[src/rtl/dual_sync_frame_receiver_defines.svh]
// Assertion macros used by the frame receiver top level.
`ifndef DUAL_SYNC_FRAME_RECEIVER_DEFINES_SVH
`define DUAL_SYNC_FRAME_RECEIVER_DEFINES_SVH

// Same-cycle implication, sampled on clk, off while rst_n is low.
`define DSFR_ASSERT_NOW(label, ante, cons, msg) \
  label: assert property (@(posedge clk) disable iff (!rst_n) (ante) |-> (cons)) \
    else $error(msg);

// Next-cycle implication, sampled on clk, off while rst_n is low.
`define DSFR_ASSERT_NEXT(label, ante, cons, msg) \
  label: assert property (@(posedge clk) disable iff (!rst_n) (ante) |=> (cons)) \
    else $error(msg);

`endif

[src/rtl/dsfr_pkg.sv]
// Types and constants for the dual sync frame receiver.
`timescale 1ns / 1ps
`default_nettype none
package dsfr_pkg;

  localparam int MAX_FRAME_BYTES = 128;
  localparam int RESPONSE_BYTES  = 24;

  localparam int CNT_MAX = (MAX_FRAME_BYTES > RESPONSE_BYTES) ? MAX_FRAME_BYTES
                                                              : RESPONSE_BYTES;
  localparam int CNT_W   = $clog2(CNT_MAX + 1);

  localparam logic [7:0] SYNC_RESP_A = 8'hAA;
  localparam logic [7:0] SYNC_RESP_B = 8'h55;
  localparam logic [7:0] SYNC_DATA_A = 8'hA5;
  localparam logic [7:0] SYNC_DATA_B = 8'h5A;

  localparam logic [16:0] DATA_LEN_EXTRA = 17'd8;
  // Completion needs the whole header (sync excluded) before the length counts.
  localparam int HEADER_BYTES = 6;

  localparam int CMD_LO_IDX = 2;
  localparam int CMD_HI_IDX = 3;
  localparam int LEN_LO_IDX = 4;
  localparam int LEN_HI_IDX = 5;

  localparam logic KIND_RESP = 1'b0;
  localparam logic KIND_DATA = 1'b1;

  typedef enum logic [2:0] {
    PH_HUNT      = 3'd0,
    PH_RESP_SYNC = 3'd1,
    PH_RESP_BODY = 3'd2,
    PH_DATA_SYNC = 3'd3,
    PH_DATA_BODY = 3'd4
  } phase_t;

  typedef enum logic [1:0] {
    EV_BYTE  = 2'd0,
    EV_DONE  = 2'd1,
    EV_ABORT = 2'd2
  } event_t;

  typedef struct packed {
    logic [7:0]  data_byte;
    logic        frame_kind;
    logic [6:0]  byte_index;
    event_t      event_code;
    logic [15:0] frame_command;
    logic [15:0] frame_length;
  } result_t;

endpackage
`default_nettype wire

[src/rtl/dsfr_if.sv]
// Valid/ready channel interfaces for received bytes and frame results.
`timescale 1ns / 1ps
`default_nettype none
interface dsfr_in_if;
  logic       valid;
  logic       ready;
  logic [7:0] rx_byte;

  modport source (output valid, output rx_byte, input ready);
  modport sink (input valid, input rx_byte, output ready);
endinterface

interface dsfr_out_if;
  logic        valid;
  logic        ready;
  logic [7:0]  data_byte;
  logic        frame_kind;
  logic [6:0]  byte_index;
  logic [1:0]  event_code;
  logic [15:0] frame_command;
  logic [15:0] frame_length;

  modport source (output valid, output data_byte, output frame_kind, output byte_index,
                  output event_code, output frame_command, output frame_length,
                  input ready);
  modport sink (input valid, input data_byte, input frame_kind, input byte_index,
                input event_code, input frame_command, input frame_length,
                output ready);
endinterface
`default_nettype wire

[src/rtl/dual_sync_frame_receiver.sv]
// Top level of the dual sync frame receiver.
// Accepts one received byte per cycle while results are accepted. Bytes pass an
// input register, then the sync/body parser, then a result register. A result
// is offered from the result register, which loads when the parser takes its
// byte from the input register. While a result waits unaccepted the parser
// stalls: the input register takes at most one more byte and the input then
// holds ready low. AA 55 opens a response frame of RESPONSE_BYTES body bytes;
// A5 5A opens a data frame that completes when the body count equals the
// length word (body bytes 4 and 5) plus 8, or aborts at MAX_FRAME_BYTES. Every
// body byte gives one result; sync and hunted bytes give none. Command and
// length are reported only on the completing byte.
`timescale 1ns / 1ps
`default_nettype none
`include "dual_sync_frame_receiver_defines.svh"
module dual_sync_frame_receiver
  import dsfr_pkg::*;
(
  input  wire logic   clk,
  input  wire logic   rst_n,
  dsfr_in_if.sink     in_if,
  dsfr_out_if.source  out_if
);

  logic       byte_vld;
  logic [7:0] byte_q;
  logic       can_load;
  logic       take;
  logic       res_vld;
  result_t    res;
  result_t    out_res;

  assign take = byte_vld && can_load;

  dsfr_in_stage u_in_stage (
    .clk      (clk),
    .rst_n    (rst_n),
    .in_valid (in_if.valid),
    .in_byte  (in_if.rx_byte),
    .in_ready (in_if.ready),
    .take     (take),
    .byte_vld (byte_vld),
    .byte_q   (byte_q)
  );

  dsfr_parser u_parser (
    .clk     (clk),
    .rst_n   (rst_n),
    .take    (take),
    .rx_byte (byte_q),
    .res_vld (res_vld),
    .res     (res)
  );

  dsfr_out_stage u_out_stage (
    .clk       (clk),
    .rst_n     (rst_n),
    .take      (take),
    .res_vld   (res_vld),
    .res       (res),
    .out_ready (out_if.ready),
    .can_load  (can_load),
    .out_valid (out_if.valid),
    .out_res   (out_res)
  );

  assign out_if.data_byte     = out_res.data_byte;
  assign out_if.frame_kind    = out_res.frame_kind;
  assign out_if.byte_index    = out_res.byte_index;
  assign out_if.event_code    = out_res.event_code;
  assign out_if.frame_command = out_res.frame_command;
  assign out_if.frame_length  = out_res.frame_length;

  `DSFR_ASSERT_NEXT(a_in_loads, in_if.valid && in_if.ready, byte_vld, "accepted byte not held")
  `DSFR_ASSERT_NOW(a_no_overrun, out_if.valid && !out_if.ready, !take, "result overwritten")
  `DSFR_ASSERT_NOW(a_words_only_done,
                   out_if.valid && out_res.event_code != EV_DONE,
                   out_if.frame_command == 16'd0 && out_if.frame_length == 16'd0,
                   "command or length outside completion")
  `DSFR_ASSERT_NOW(a_resp_len,
                   out_if.valid && out_if.frame_kind == KIND_RESP && out_res.event_code == EV_DONE,
                   out_if.byte_index == 7'(RESPONSE_BYTES - 1),
                   "response frame ended at wrong index")

endmodule
`default_nettype wire

[src/rtl/dsfr_in_stage.sv]
// Input register holding one received byte until the parser takes it.
`timescale 1ns / 1ps
`default_nettype none
module dsfr_in_stage
  import dsfr_pkg::*;
(
  input  wire logic       clk,
  input  wire logic       rst_n,
  input  wire logic       in_valid,
  input  wire logic [7:0] in_byte,
  output logic            in_ready,
  input  wire logic       take,
  output logic            byte_vld,
  output logic [7:0]      byte_q
);

  logic       vld_r, vld_nxt;
  logic [7:0] byte_r;

  assign in_ready = !vld_r || take;

  always_comb begin
    vld_nxt = vld_r;
    if (in_valid && in_ready) begin
      vld_nxt = 1'b1;
    end else if (take) begin
      vld_nxt = 1'b0;
    end
  end

  always_ff @(posedge clk) begin
    if (!rst_n) begin
      vld_r <= 1'b0;
    end else begin
      vld_r <= vld_nxt;
    end
  end

  always_ff @(posedge clk) begin
    if (in_valid && in_ready) begin
      byte_r <= in_byte;
    end
  end

  assign byte_vld = vld_r;
  assign byte_q   = byte_r;

endmodule
`default_nettype wire

[src/rtl/dsfr_parser.sv]
// Sync hunt and frame body tracking; forms one result per body byte.
`timescale 1ns / 1ps
`default_nettype none
module dsfr_parser
  import dsfr_pkg::*;
(
  input  wire logic       clk,
  input  wire logic       rst_n,
  input  wire logic       take,
  input  wire logic [7:0] rx_byte,
  output logic            res_vld,
  output result_t         res
);

  phase_t             phase_r, phase_nxt;
  logic [CNT_W-1:0]   count_r, count_nxt;
  logic [15:0]        cmd_r, cmd_nxt;
  logic [15:0]        len_r, len_nxt;

  logic [CNT_W-1:0]   received;
  logic [CNT_W+6:0]   idx_wide;
  logic [15:0]        cmd_upd, len_upd;
  logic               done_data, abort_data, done_resp;
  event_t             ev;

  assign received = count_r + CNT_W'(1);
  assign idx_wide = (CNT_W + 7)'(count_r);

  always_comb begin
    cmd_upd = cmd_r;
    len_upd = len_r;
    if (count_r == CNT_W'(CMD_LO_IDX)) cmd_upd[7:0]  = rx_byte;
    if (count_r == CNT_W'(CMD_HI_IDX)) cmd_upd[15:8] = rx_byte;
    if (count_r == CNT_W'(LEN_LO_IDX)) len_upd[7:0]  = rx_byte;
    if (count_r == CNT_W'(LEN_HI_IDX)) len_upd[15:8] = rx_byte;
  end

  assign done_resp  = received >= CNT_W'(RESPONSE_BYTES);
  assign done_data  = (received > CNT_W'(HEADER_BYTES)) &&
                      (({1'b0, len_upd} + DATA_LEN_EXTRA) == 17'(received));
  assign abort_data = received >= CNT_W'(MAX_FRAME_BYTES);

  always_comb begin
    phase_nxt = phase_r;
    count_nxt = count_r;
    cmd_nxt   = cmd_r;
    len_nxt   = len_r;
    res_vld   = 1'b0;
    ev        = EV_BYTE;
    res.frame_kind = KIND_RESP;
    unique case (phase_r)
      PH_HUNT: begin
        if (rx_byte == SYNC_RESP_A) begin
          phase_nxt = PH_RESP_SYNC;
        end else if (rx_byte == SYNC_DATA_A) begin
          phase_nxt = PH_DATA_SYNC;
        end
      end
      PH_RESP_SYNC, PH_DATA_SYNC: begin
        // Open the frame on the matching second byte, otherwise drop back to hunt.
        if ((phase_r == PH_RESP_SYNC && rx_byte == SYNC_RESP_B) ||
            (phase_r == PH_DATA_SYNC && rx_byte == SYNC_DATA_B)) begin
          phase_nxt = (phase_r == PH_RESP_SYNC) ? PH_RESP_BODY : PH_DATA_BODY;
          count_nxt = '0;
          cmd_nxt   = '0;
          len_nxt   = '0;
        end else begin
          phase_nxt = PH_HUNT;
        end
      end
      PH_RESP_BODY, PH_DATA_BODY: begin
        res_vld = 1'b1;
        cmd_nxt = cmd_upd;
        len_nxt = len_upd;
        if (phase_r == PH_RESP_BODY) begin
          res.frame_kind = KIND_RESP;
          if (done_resp) ev = EV_DONE;
        end else begin
          res.frame_kind = KIND_DATA;
          if (done_data) begin
            ev = EV_DONE;
          end else if (abort_data) begin
            ev = EV_ABORT;
          end
        end
        if (ev == EV_BYTE) begin
          count_nxt = received;
        end else begin
          phase_nxt = PH_HUNT;
          count_nxt = '0;
        end
      end
      default: begin
        phase_nxt = PH_HUNT;
        count_nxt = '0;
      end
    endcase
    res.data_byte     = rx_byte;
    res.byte_index    = idx_wide[6:0];
    res.event_code    = ev;
    res.frame_command = (ev == EV_DONE) ? cmd_upd : 16'd0;
    res.frame_length  = (ev == EV_DONE) ? len_upd : 16'd0;
  end

  always_ff @(posedge clk) begin
    if (!rst_n) begin
      phase_r <= PH_HUNT;
      count_r <= '0;
      cmd_r   <= '0;
      len_r   <= '0;
    end else if (take) begin
      phase_r <= phase_nxt;
      count_r <= count_nxt;
      cmd_r   <= cmd_nxt;
      len_r   <= len_nxt;
    end
  end

endmodule
`default_nettype wire

[src/rtl/dsfr_out_stage.sv]
// Result register driving the output channel.
`timescale 1ns / 1ps
`default_nettype none
module dsfr_out_stage
  import dsfr_pkg::*;
(
  input  wire logic     clk,
  input  wire logic     rst_n,
  input  wire logic     take,
  input  wire logic     res_vld,
  input  wire result_t  res,
  input  wire logic     out_ready,
  output logic          can_load,
  output logic          out_valid,
  output result_t       out_res
);

  logic    vld_r, vld_nxt;
  result_t res_r;

  assign can_load = !vld_r || out_ready;

  always_comb begin
    vld_nxt = vld_r && !out_ready;
    if (take) begin
      vld_nxt = res_vld;
    end
  end

  always_ff @(posedge clk) begin
    if (!rst_n) begin
      vld_r <= 1'b0;
    end else begin
      vld_r <= vld_nxt;
    end
  end

  always_ff @(posedge clk) begin
    if (take && res_vld) begin
      res_r <= res;
    end
  end

  assign out_valid = vld_r;
  assign out_res   = res_r;

endmodule
`default_nettype wire
[src/flat_wrapper.sv]
// flat-port wrapper written by rule: the top's interface ports become plain ports
module dual_sync_frame_receiver_flat import dsfr_pkg::*;
  (clk, rst_n, in_if_valid, in_if_rx_byte, in_if_ready, out_if_valid, out_if_data_byte, out_if_frame_kind, out_if_byte_index, out_if_event_code, out_if_frame_command, out_if_frame_length, out_if_ready);
  dsfr_in_if in_if_i ();
  dsfr_out_if out_if_i ();
  input  wire logic clk;
  input  wire logic rst_n;
  input wire logic [$bits(in_if_i.valid)-1:0] in_if_valid;
  input wire logic [$bits(in_if_i.rx_byte)-1:0] in_if_rx_byte;
  output wire logic [$bits(in_if_i.ready)-1:0] in_if_ready;
  output wire logic [$bits(out_if_i.valid)-1:0] out_if_valid;
  output wire logic [$bits(out_if_i.data_byte)-1:0] out_if_data_byte;
  output wire logic [$bits(out_if_i.frame_kind)-1:0] out_if_frame_kind;
  output wire logic [$bits(out_if_i.byte_index)-1:0] out_if_byte_index;
  output wire logic [$bits(out_if_i.event_code)-1:0] out_if_event_code;
  output wire logic [$bits(out_if_i.frame_command)-1:0] out_if_frame_command;
  output wire logic [$bits(out_if_i.frame_length)-1:0] out_if_frame_length;
  input wire logic [$bits(out_if_i.ready)-1:0] out_if_ready;
  assign in_if_i.valid = in_if_valid;
  assign in_if_i.rx_byte = in_if_rx_byte;
  assign in_if_ready = in_if_i.ready;
  assign out_if_valid = out_if_i.valid;
  assign out_if_data_byte = out_if_i.data_byte;
  assign out_if_frame_kind = out_if_i.frame_kind;
  assign out_if_byte_index = out_if_i.byte_index;
  assign out_if_event_code = out_if_i.event_code;
  assign out_if_frame_command = out_if_i.frame_command;
  assign out_if_frame_length = out_if_i.frame_length;
  assign out_if_i.ready = out_if_ready;
  dual_sync_frame_receiver u_core (.clk(clk), .rst_n(rst_n), .in_if(in_if_i), .out_if(out_if_i));
endmodule
[config.mk]
export PLATFORM = sky130hd
export DESIGN_NAME = dual_sync_frame_receiver_flat
export DESIGN_NICKNAME = d
export VERILOG_FILES = /design/src/rtl/dsfr_pkg.sv /design/src/rtl/dsfr_if.sv /design/src/rtl/dual_sync_frame_receiver.sv /design/src/rtl/dsfr_in_stage.sv /design/src/rtl/dsfr_parser.sv /design/src/rtl/dsfr_out_stage.sv /design/src/flat_wrapper.sv
export VERILOG_INCLUDE_DIRS = /design/src /design/src/rtl
export SDC_FILE = /design/constraint.sdc
export NUM_CORES = 1
export LEC_CHECK = 0
export BUFFER_PORTS_ARGS = -buffer_cell sky130_fd_sc_hd__buf_2
export CORE_UTILIZATION = 50
export CTS_BUF_LIST = sky130_fd_sc_hd__clkbuf_4 sky130_fd_sc_hd__clkbuf_8
export DETAILED_ROUTE_END_ITERATION = 6
export PLACE_DENSITY = 0.7
export SLEW_MARGIN = 20
export SYNTH_ARGS = -nofsm -noshare
export SYNTH_HDL_FRONTEND = slang
export SYNTH_SLANG_ARGS = --single-unit
export TNS_END_PERCENT = 20
[constraint.sdc]
create_clock -name clk -period 5.9 [get_ports clk]
set_clock_uncertainty 0.05 [all_clocks]
set_input_delay 0.885 -clock clk [delete_from_list [all_inputs] [get_ports clk]]
set_output_delay 0.885 -clock clk [all_outputs]
set_load 0.02 [all_outputs]
==> results.py, run 1 <==
metrics = {
    "run_status": {
        "status": "complete, no violations",
    },
    "sta": {
        "timing.final.ws_setup_ps": 1410,
        "timing.hold.ws_ps": 430,
        "setup_tns_ps": 0,
        "relSlewSlack_pct": 30.3,
        "rsz0062_at_grt": "no",
        "fmax_mhz": 223,
        "post-route-period-util_pct": 76.1,
        "finalMaxSlewViolations": 0,
        "fin_crit_ps": 4490,
        "tightest_slew_ps": 1050,
        "finalSetupViolCount": 0,
        "hold_viol_final": 0,
    },
    "clock_network": {
        "postCtsSetupBuffers": 0,
        "clock_latency_ps": 380,
        "ctsRootBufferMaster": "clkbuf_8",
        "cts_hold_buf": 0,
        "cts_buffers": 9,
        "cts_tree": "done",
        "htree_levels": 3,
        "clkSinkCount": 103,
        "ctsResizeCount": 0,
        "cts_buffer_depth": 2,
        "clk_pin_slew_worst_paths_ps": 100,
    },
    "min_path": {
        "min_path_type": "flop to flop",
    },
    "pwr": {
        "ir_drop_mv": 0.137,
        "finalPower_w": 0.00122,
        "power.density_nw_per_um2": 214,
        "p_leak_nw": 2.06,
    },
    "yosys": {
        "avgSynthCellArea_sq_um": 10.5,
        "synth_flop_cell": "edfxtp_1",
        "yosys_warnings": 0,
        "synth.distinct_cells": 61,
        "synth_nets": 504,
        "synth.top_cell.area_share_pct": 34.0,
        "synth_cells": 487,
        "syn-cell-area_sq_um": 5130,
        "yosysSeqAreaShare_pct": 51.5,
        "synth_seq_cells": 103,
        "synth_edf_count": 58,
        "ys_async_sr_fraction_pct": 0,
        "synth_area_leaders": "edfxtp_1 (34%), dfxtp_1 (18%), mux2i_1 (6.1%)",
        "yosys.area.top_type": "edfxtp_1",
    },
    "place": {
        "dp_slack_ps": 1470,
        "io_buffers": 63,
        "place_congestion": 0.944,
        "dp_hpwl_um": 7910,
    },
    "worst_setup_path": {
        "worstPathMaxFanout": 12,
        "cp-start-kind": "flop",
        "arrival_ps": 4720,
        "critical_path_required_ps": 6130,
        "crit_path_end_kind": "flop",
        "crit_type": "flop to flop",
    },
    "routing": {
        "ant_nets": 0,
        "routed_wl_um": 11700,
        "drc": 0,
        "num_vias": 3971,
        "viasPerCell": 5.92,
        "wl_per_cell_um": 17.5,
        "first_pass_iters": 6,
        "dr.first_iter.drc_count": 342,
    },
    "layout": {
        "utilization_pct": 57.7,
        "area_delta_synth_final_pct": 11.1,
        "fillers": 851,
        "register_area_sq_um": 2640,
        "drive_gt1_share_pct": 19.1,
        "n_antenna_cell": 0,
        "nets": 550,
        "multi_input_area_sq_um": 2310,
    },
    "floorplanning": {
        "io_pins": 64,
        "row_count": 36,
        "start_util_pct": 52.0,
        "die-area_sq_um": 10700,
        "die_w_um": 103,
        "fp.dieH_um": 103,
        "core_area_sq_um": 9860,
    },
    "global_route": {
        "grt_pass1_wl_um": 18500,
        "grt_max_degree": 51,
        "grt-ovfl-total": 0,
        "antenna_found_initial": 0,
        "track_usage_pct": 23.6,
        "grt_pass1_vias": 3520,
    },
    "run": {
        "max_cap_violations": 0,
    },
}
[Yosys cell counts, types with 4 or more instances]
library cell / n
xor2_1: 7
edfxtp_1: 58
inv_1: 10
dfxtp_1: 45
a22oi_1: 32
o21ai_0: 11
nor3b_1: 4
nor2_1: 37
nand2_1: 39
nor3_1: 10
xnor2_1: 13
ha_1: 5
a21boi_0: 7
and3_1: 4
nand3_1: 20
mux2i_1: 31
nor2b_1: 35
buf_2: 6
nand2b_1: 6
and2_1: 7
nand4_1: 5
o21ai_1: 4
or3_1: 4
clkbuf_1: 23
a21oi_1: 10
[cell type report]
type | instances | area share [%]
Timing Repair Buffer | 68 | 6.20
Clock inverter | 6 | 0.967
Inverter | 10 | 0.659
Tap cell | 133 | 2.92
Sequential cell | 103 | 46.4
Clock buffer | 10 | 2.31
Multi-Input combinational cell | 341 | 40.6
[cells by family after synthesis]
group / count (synthesis) / synth area share [%]
AND/OR/NAND/NOR: 194 / 20.8
flip-flops: 103 / 51.5
AO/OA/AOI/OAI: 88 / 12.7
buffers and inverters: 43 / 3.44
multiplexers: 33 / 6.49
XOR/XNOR: 21 / 3.88
adder cells (fa/ha/maj): 5 / 1.22
[path summary, 6_finish.rpt]
kind                                     end  depth (start not counted)                        from  slack (ps)
setup / recovery  u_core.u_parser.count_r[2]                         16  u_core.u_parser.count_r[0]        1410
hold / removal     u_core.u_parser.cmd_r[15]                          2   u_core.u_parser.cmd_r[15]         430
setup reg to reg  u_core.u_parser.count_r[2]                         16  u_core.u_parser.count_r[0]        1410
hold reg to reg    u_core.u_parser.cmd_r[15]                          2   u_core.u_parser.cmd_r[15]         430
[layout by cell type (no fill, tap or decap), drive strengths merged, types with 3 or more instances in the layout]
| cell type | count |
|---|---|
| mux2i | 31 |
| clkbuf | 10 |
| xor2 | 7 |
| dfxtp | 45 |
| a21oi | 10 |
| xnor2 | 13 |
| or4b | 3 |
| or3 | 4 |
| or3b | 3 |
| nand2 | 39 |
| o21ai | 15 |
| nand4 | 6 |
| nor2 | 37 |
| nor2b | 35 |
| nand2b | 6 |
| or2 | 3 |
| nor3 | 10 |
| and3 | 4 |
| o311ai | 3 |
| edfxtp | 58 |
| nand3 | 20 |
| buf | 68 |
| a22oi | 32 |
| a21boi | 7 |
| inv | 12 |
| and2 | 7 |
| nor3b | 5 |
| ha | 5 |
[power by group]
group	switching [W]	total [W]	internal [W]
Combinational	0.00000993	0.0000210	0.0000110
Sequential	0.0000228	0.000780	0.000758
Clock	0.000255	0.000420	0.000165
[state kept, by name (all words and copies together) (netlist names)]
| register | count |
|---|---|
| u_core.u_parser.count_r | 8 |
| u_core.u_parser.phase_r | 3 |
| u_core.u_parser.cmd_r | 16 |
| u_core.u_out_stage.out_valid | 1 |
| u_core.u_in_stage.byte_q | 8 |
| u_core.u_out_stage.out_res | 50 |
| u_core.u_parser.len_r | 16 |
| u_core.u_in_stage.byte_vld | 1 |
[routing by layer]
layer / vias to the layer above / GRT usage, % / routed length (um)
li1: 1864 / - / -
met1: 1924 / 32.9 / 5400
met2: 154 / 36.1 / 5290
met3: 29 / 3.02 / 659
met4: 0 / 12.0 / 360
met5: - / 0 / 0
[per-stage QoR]
stage	cells	area, sq um
6_report	671	5700
2_1_floorplan	487	5130
3_3_place_gp	655	5510
3_5_place_dp	655	5510
4_1_cts	671	5700
5_1_grt	671	5700
[critical path, stage by stage, from the launching register on]
cell and delay (ps):
dfxtp_1 440, inv_1 150, ha_1 160, or3b_2 500, nor2_1 120, buf_4 220, mux2i_1 140, inv_1 110
ha_1 250, nand2_1 70, mux2i_1 350, nand2_1 120, xnor2_1 150, or4_1 620, o311ai_4 550, nor3_1 90
o31a_1 290
Note: power is estimated with default switching activity, not from simulation.
==> run 2, diff against run 1 <==
--- a/config.mk
+++ b/config.mk
@@ -10,7 +10,7 @@
 export CORE_UTILIZATION = 50
 export CTS_BUF_LIST = sky130_fd_sc_hd__clkbuf_4 sky130_fd_sc_hd__clkbuf_8
 export DETAILED_ROUTE_END_ITERATION = 6
-export PLACE_DENSITY = 0.7
+export PLACE_DENSITY = 0.73
 export SLEW_MARGIN = 20
 export SYNTH_ARGS = -nofsm -noshare
 export SYNTH_HDL_FRONTEND = slang
==> constraint.sdc (replaced) <==
create_clock -name clk -period 4 [get_ports clk]
set_clock_uncertainty 0.05 [all_clocks]
set_input_delay 0.6 -clock clk [delete_from_list [all_inputs] [get_ports clk]]
set_output_delay 0.6 -clock clk [all_outputs]
set_load 0.02 [all_outputs]
==> results.py, run 2 (synthesis results as in run 1) <==
metrics = {
    "layout": {
        "n_antenna_cell": 0,
        "drive_gt1_share_pct": 23.8,
        "final_cell_area_sq_um": 5970,
        "largest_register_ffs": 50,
        "fillers": 824,
        "area_delta_synth_final_pct": 16.4,
        "final_common_cell": "buf_2",
        "nets": 574,
        "final_cell_mix": "buf_2 (63), edfxtp_1 (58), dfxtp_1 (45), nand2_1 (39), nor2_1 (36)",
    },
    "floorplanning": {
        "fp.dieH_um": 103,
        "start_util_pct": 52.0,
        "row_count": 36,
        "die_w_um": 103,
        "die-area_sq_um": 10700,
        "core_area_sq_um": 9860,
        "io_pins": 64,
    },
    "worst_setup_path": {
        "crit_path_cell_trace": "inv_1, ha_1, or3b_4, nor2_4, buf_4, buf_4, mux2i_1, xnor2_1, nand4_1, or4_4, o41ai_2, nand3b_1, buf_4, a21oi_1",
        "critical_path_required_ps": 4140,
        "cp-start-kind": "flop",
        "crit_buf_inv": 4,
        "arrival_ps": 3930,
        "critPathMaxStageDelay_ps": 480,
        "cp_common_cell": "buf_4",
        "cpLargestDelayFamily": "simple AND/OR/NAND/NOR gates",
        "slowest_stage": "mux2i_1",
        "crit_path_end_kind": "flop",
        "crit_cells": 14,
        "crit_type": "flop to flop",
        "reg2reg_depth": 14,
        "worstPathMaxFanout": 13,
    },
    "sta": {
        "tightest_slew_ps": 749,
        "relSlewSlack_pct": 49.7,
        "fin_crit_ps": 3790,
        "post-route-period-util_pct": 94.8,
        "setup_tns_ps": 0,
        "timing.final.ws_setup_ps": 209,
        "finalSetupViolCount": 0,
        "rsz0062_at_grt": "no",
        "finalMaxSlewViolations": 0,
        "fmax_mhz": 264,
        "timing.hold.ws_ps": 353,
        "hold_viol_final": 0,
    },
    "global_route": {
        "track_usage_pct": 24.4,
        "grt_max_degree": 49,
        "antenna_found_initial": 0,
        "grt-ovfl-total": 0,
        "grt_pass1_wl_um": 19500,
        "grt_pass1_vias": 3764,
    },
    "clock_network": {
        "cts_buffer_depth": 2,
        "cts_buffers": 9,
        "ctsRootBufferMaster": "clkbuf_8",
        "clkSinkCount": 103,
        "cts_hold_buf": 0,
        "htree_levels": 3,
        "clock_latency_ps": 370,
        "cts_tree": "done",
        "clk_pin_slew_worst_paths_ps": 110,
    },
    "run_status": {
        "status": "complete, no violations",
    },
    "routing": {
        "dr.first_iter.drc_count": 258,
        "routed_wl_um": 12300,
        "ant_nets": 0,
        "num_vias": 4035,
        "first_pass_iters": 5,
        "viasPerCell": 5.81,
        "wl_per_cell_um": 17.7,
        "drc": 0,
    },
    "place": {
        "placement.cell_area_sq_um": 5730,
        "dp_hpwl_um": 8740,
        "dp_slack_ps": -11.0,
        "place_congestion": 0.946,
        "io_buffers": 63,
    },
    "min_path": {
        "min_path_type": "primary input to flop",
        "holdPathStages": 1,
    },
    "pwr": {
        "p_leak_nw": 2.15,
        "ir_drop_mv": 0.209,
        "power.density_nw_per_um2": 311,
    },
    "run": {
        "max_cap_violations": 0,
    },
}
run 2: cell types whose count changed in the layout (fill, tap and decap cells not counted), moves of 2 or more:
cell | before | now
buf_4 | 5 | 27
mux2i_4 | 0 | 2
buf_12 | 0 | 2
inv_6 | 0 | 2
mux2i_1 | 31 | 28
clkinvlp_4 | 2 | 0
run 2: timing repair:
| item | CTS | global route |
|---|---|---|
| gates resized for setup | 1 | 6 |
| setup buffers | 1 | 0 |
| pin swaps | 1 | 1 |
| endpoints found under the setup margin | 15 | 43 |
run 2: metrics by stage:
stage,total power [W],instances,util (%)
after floorplan,0.00119,487,-
after global placement,0.00121,678,58.1
after detailed placement,0.00121,678,58.1
after CTS,0.00187,695,60.2
after global routing,0.00192,695,60.5
final,0.00186,695,60.5
run 2: final cells by class:
cell class | instances | area, sq um | area share [%]
clock inverter | 7 | 81.3 | 1.36
multi-input combinational | 341 | 2360 | 39.5
tap | 133 | 166 | 2.79
sequential | 103 | 2640 | 44.3
clock buffer | 9 | 124 | 2.07
timing repair buffer | 92 | 558 | 9.35
inverter | 10 | 37.5 | 0.629
run 2: routing by layer:
layer / up-vias / part of all wire [%] / track usage, %
met5: - / 0 / 0
met4: 0 / 3.1 / 11.2
met3: 25 / 7.1 / 5.24
met2: 191 / 46 / 37.8
met1: 1908 / 44 / 33.0
li1: 1911 / - / -
run 2: worst paths after layout:
check | startpoint | endpoint | slack, ps
min | in_if_rx_byte[6] | u_core.u_in_stage.byte_q[6] | 350
max reg2reg | u_core.u_parser.count_r[1] | u_core.u_out_stage.out_res[9] | 210
min reg2reg | u_core.u_parser.cmd_r[15] | u_core.u_parser.cmd_r[15] | 420
max | u_core.u_parser.count_r[1] | u_core.u_out_stage.out_res[9] | 210
run 2: where the power goes:
group           total, W  internal, W  switching (W)
sequential       0.00113      0.00112      0.0000170
clock           0.000664     0.000255       0.000410
combinational  0.0000580    0.0000226      0.0000354
==> run 3, diff against run 2 <==
--- a/config.mk
+++ b/config.mk
@@ -7,10 +7,12 @@
 export NUM_CORES = 1
 export LEC_CHECK = 0
 export BUFFER_PORTS_ARGS = -buffer_cell sky130_fd_sc_hd__buf_2
+export CAP_MARGIN = 20
 export CORE_UTILIZATION = 50
 export CTS_BUF_LIST = sky130_fd_sc_hd__clkbuf_4 sky130_fd_sc_hd__clkbuf_8
 export DETAILED_ROUTE_END_ITERATION = 6
 export PLACE_DENSITY = 0.73
+export RECOVER_POWER = 50
 export SLEW_MARGIN = 20
 export SYNTH_ARGS = -nofsm -noshare
 export SYNTH_HDL_FRONTEND = slang
==> results.py, run 3 (synthesis results as in run 1) <==
metrics = {
    "worst_setup_path": {
        "arrival_ps": 3920,
        "crit_type": "flop to flop",
        "cp-start-kind": "flop",
        "worstPathMaxFanout": 13,
        "crit_path_end_kind": "flop",
        "critical_path_required_ps": 4140,
    },
    "run": {
        "max_cap_violations": 1,
    },
    "sta": {
        "relSlewSlack_pct": -14.2,
        "timing.final.ws_setup_ps": 220,
        "setup_tns_ps": 0,
        "hold_viol_final": 0,
        "post-route-period-util_pct": 94.5,
        "rsz0062_at_grt": "no",
        "fmax_mhz": 265,
        "tightest_slew_ps": 1710,
        "fin_crit_ps": 3780,
        "finalSetupViolCount": 0,
        "finalMaxSlewViolations": 49,
    },
    "min_path": {
        "min_path_type": "primary input to flop",
    },
    "layout": {
        "area_delta_synth_final_pct": 14.1,
        "final_cell_mix": "clkbuf_1 (63), edfxtp_1 (58), dfxtp_1 (45), nand2_1 (39), nor2_1 (36)",
        "utilization_pct": 59.3,
        "n_antenna_cell": 0,
        "drive_gt1_share_pct": 12.5,
        "nets": 574,
        "final_common_cell": "clkbuf_1",
        "largest_register_ffs": 50,
    },
    "global_route": {
        "grt_pass1_vias": 3764,
        "grt_pass1_wl_um": 19500,
        "antenna_found_initial": 0,
        "grt_max_degree": 49,
        "track_usage_pct": 24.4,
        "grt-ovfl-total": 0,
    },
    "routing": {
        "ant_nets": 0,
        "dr.first_iter.drc_count": 280,
        "wl_per_cell_um": 17.7,
        "drc": 0,
        "viasPerCell": 5.78,
        "routed_wl_um": 12300,
        "num_vias": 4015,
        "first_pass_iters": 5,
    },
    "place": {
        "io_buffers": 63,
        "dp_slack_ps": -11.0,
        "place_congestion": 0.946,
        "dp_hpwl_um": 8740,
    },
    "clock_network": {
        "htree_levels": 3,
        "ctsRootBufferMaster": "clkbuf_8",
        "clk_pin_slew_worst_paths_ps": 110,
        "clkSinkCount": 103,
        "cts_buffers": 9,
        "clock_latency_ps": 370,
        "cts_buffer_depth": 2,
        "cts_tree": "done",
    },
    "floorplanning": {
        "row_count": 36,
        "start_util_pct": 52.0,
        "die_w_um": 103,
        "fp.dieH_um": 103,
        "die-area_sq_um": 10700,
        "io_pins": 64,
        "core_area_sq_um": 9860,
    },
    "run_status": {
        "status": "complete, but fails checks",
        "violations": "max-capacitance violations, max-slew violations",
    },
    "pwr": {
        "p_leak_nw": 1.92,
        "power.density_nw_per_um2": 317,
        "ir_drop_mv": 0.206,
    },
}
-- run 3: cell count changes in the layout (fill, tap and decap cells not counted), sizes merged --
cell | previous run | this run
clkbuf | 9 | 73
buf | 92 | 28
-- run 3: metal layers --
metal  global-route usage (%)  wire length (um)  up-vias  share of wire [%]
li1                         -                 -     1913                  -
met1                     33.0              5550     1908                 45
met2                     37.8              5620      171                 46
met3                     5.24               763       23                6.2
met4                     11.2               386        0                3.1
met5                        0                 0        -                  0
-- run 3: per-stage QoR --
| stage | hold slack, ps | power, W | area, sq um | std cells |
|---|---|---|---|---|
| after floorplan | 374 | 0.00119 | 5160 | 487 |
| after global placement | 405 | 0.00121 | 5730 | 678 |
| after detailed placement | 411 | 0.00121 | 5730 | 678 |
| after CTS | 342 | 0.00187 | 5940 | 695 |
| after global routing | 331 | 0.00192 | 5850 | 695 |
| final | 353 | 0.00185 | 5850 | 695 |
-- run 3: area by class of cell --
type	count	area, sq um
flip-flops and latches	103	2640
inverters	10	37.5
clock inverters	7	81.3
clock buffers	9	124
repair buffers	92	439
fillers	862	4010
well taps	133	166
multi-input cells	341	2360
-- run 3: final timing paths --
kind / end / from / slack (ps) / cells past startpoint
worst max-delay path: u_core.u_out_stage.out_res[9] / u_core.u_parser.count_r[1] / 220 / 14
worst min-delay path: u_core.u_in_stage.byte_q[6] / in_if_rx_byte[6] / 350 / 1
worst max register to register: u_core.u_out_stage.out_res[9] / u_core.u_parser.count_r[1] / 220 / 14
worst min register to register: u_core.u_parser.cmd_r[15] / u_core.u_parser.cmd_r[15] / 430 / 2
-- run 3: timing repair --
action,4_1_cts,5_1_grt
hold buffers,0,0
buffers inserted,1,0
endpoints found under the setup margin,15,43
gates resized for setup,1,6
pin swaps,1,1
-- run 3: worst max-delay path: stages, from the launching register on --
cell and delay (ps):
dfxtp_1 330, inv_1 90, ha_1 170, or3b_4 430
nor2_4 190, buf_4 170, buf_4 180, mux2i_1 470
xnor2_1 180, nand4_1 120, or4_4 470, o41ai_2 210
nand3b_1 140, buf_4 210, a21oi_1 180
-- run 3: report_power, final --
part	leakage [nW]	switching, W	internal (W)
registers	0.958	0.0000164	0.00112
clock network	0.104	0.000410	0.000255
logic	0.861	0.0000355	0.0000202
total	1.92	0.000462	0.00139
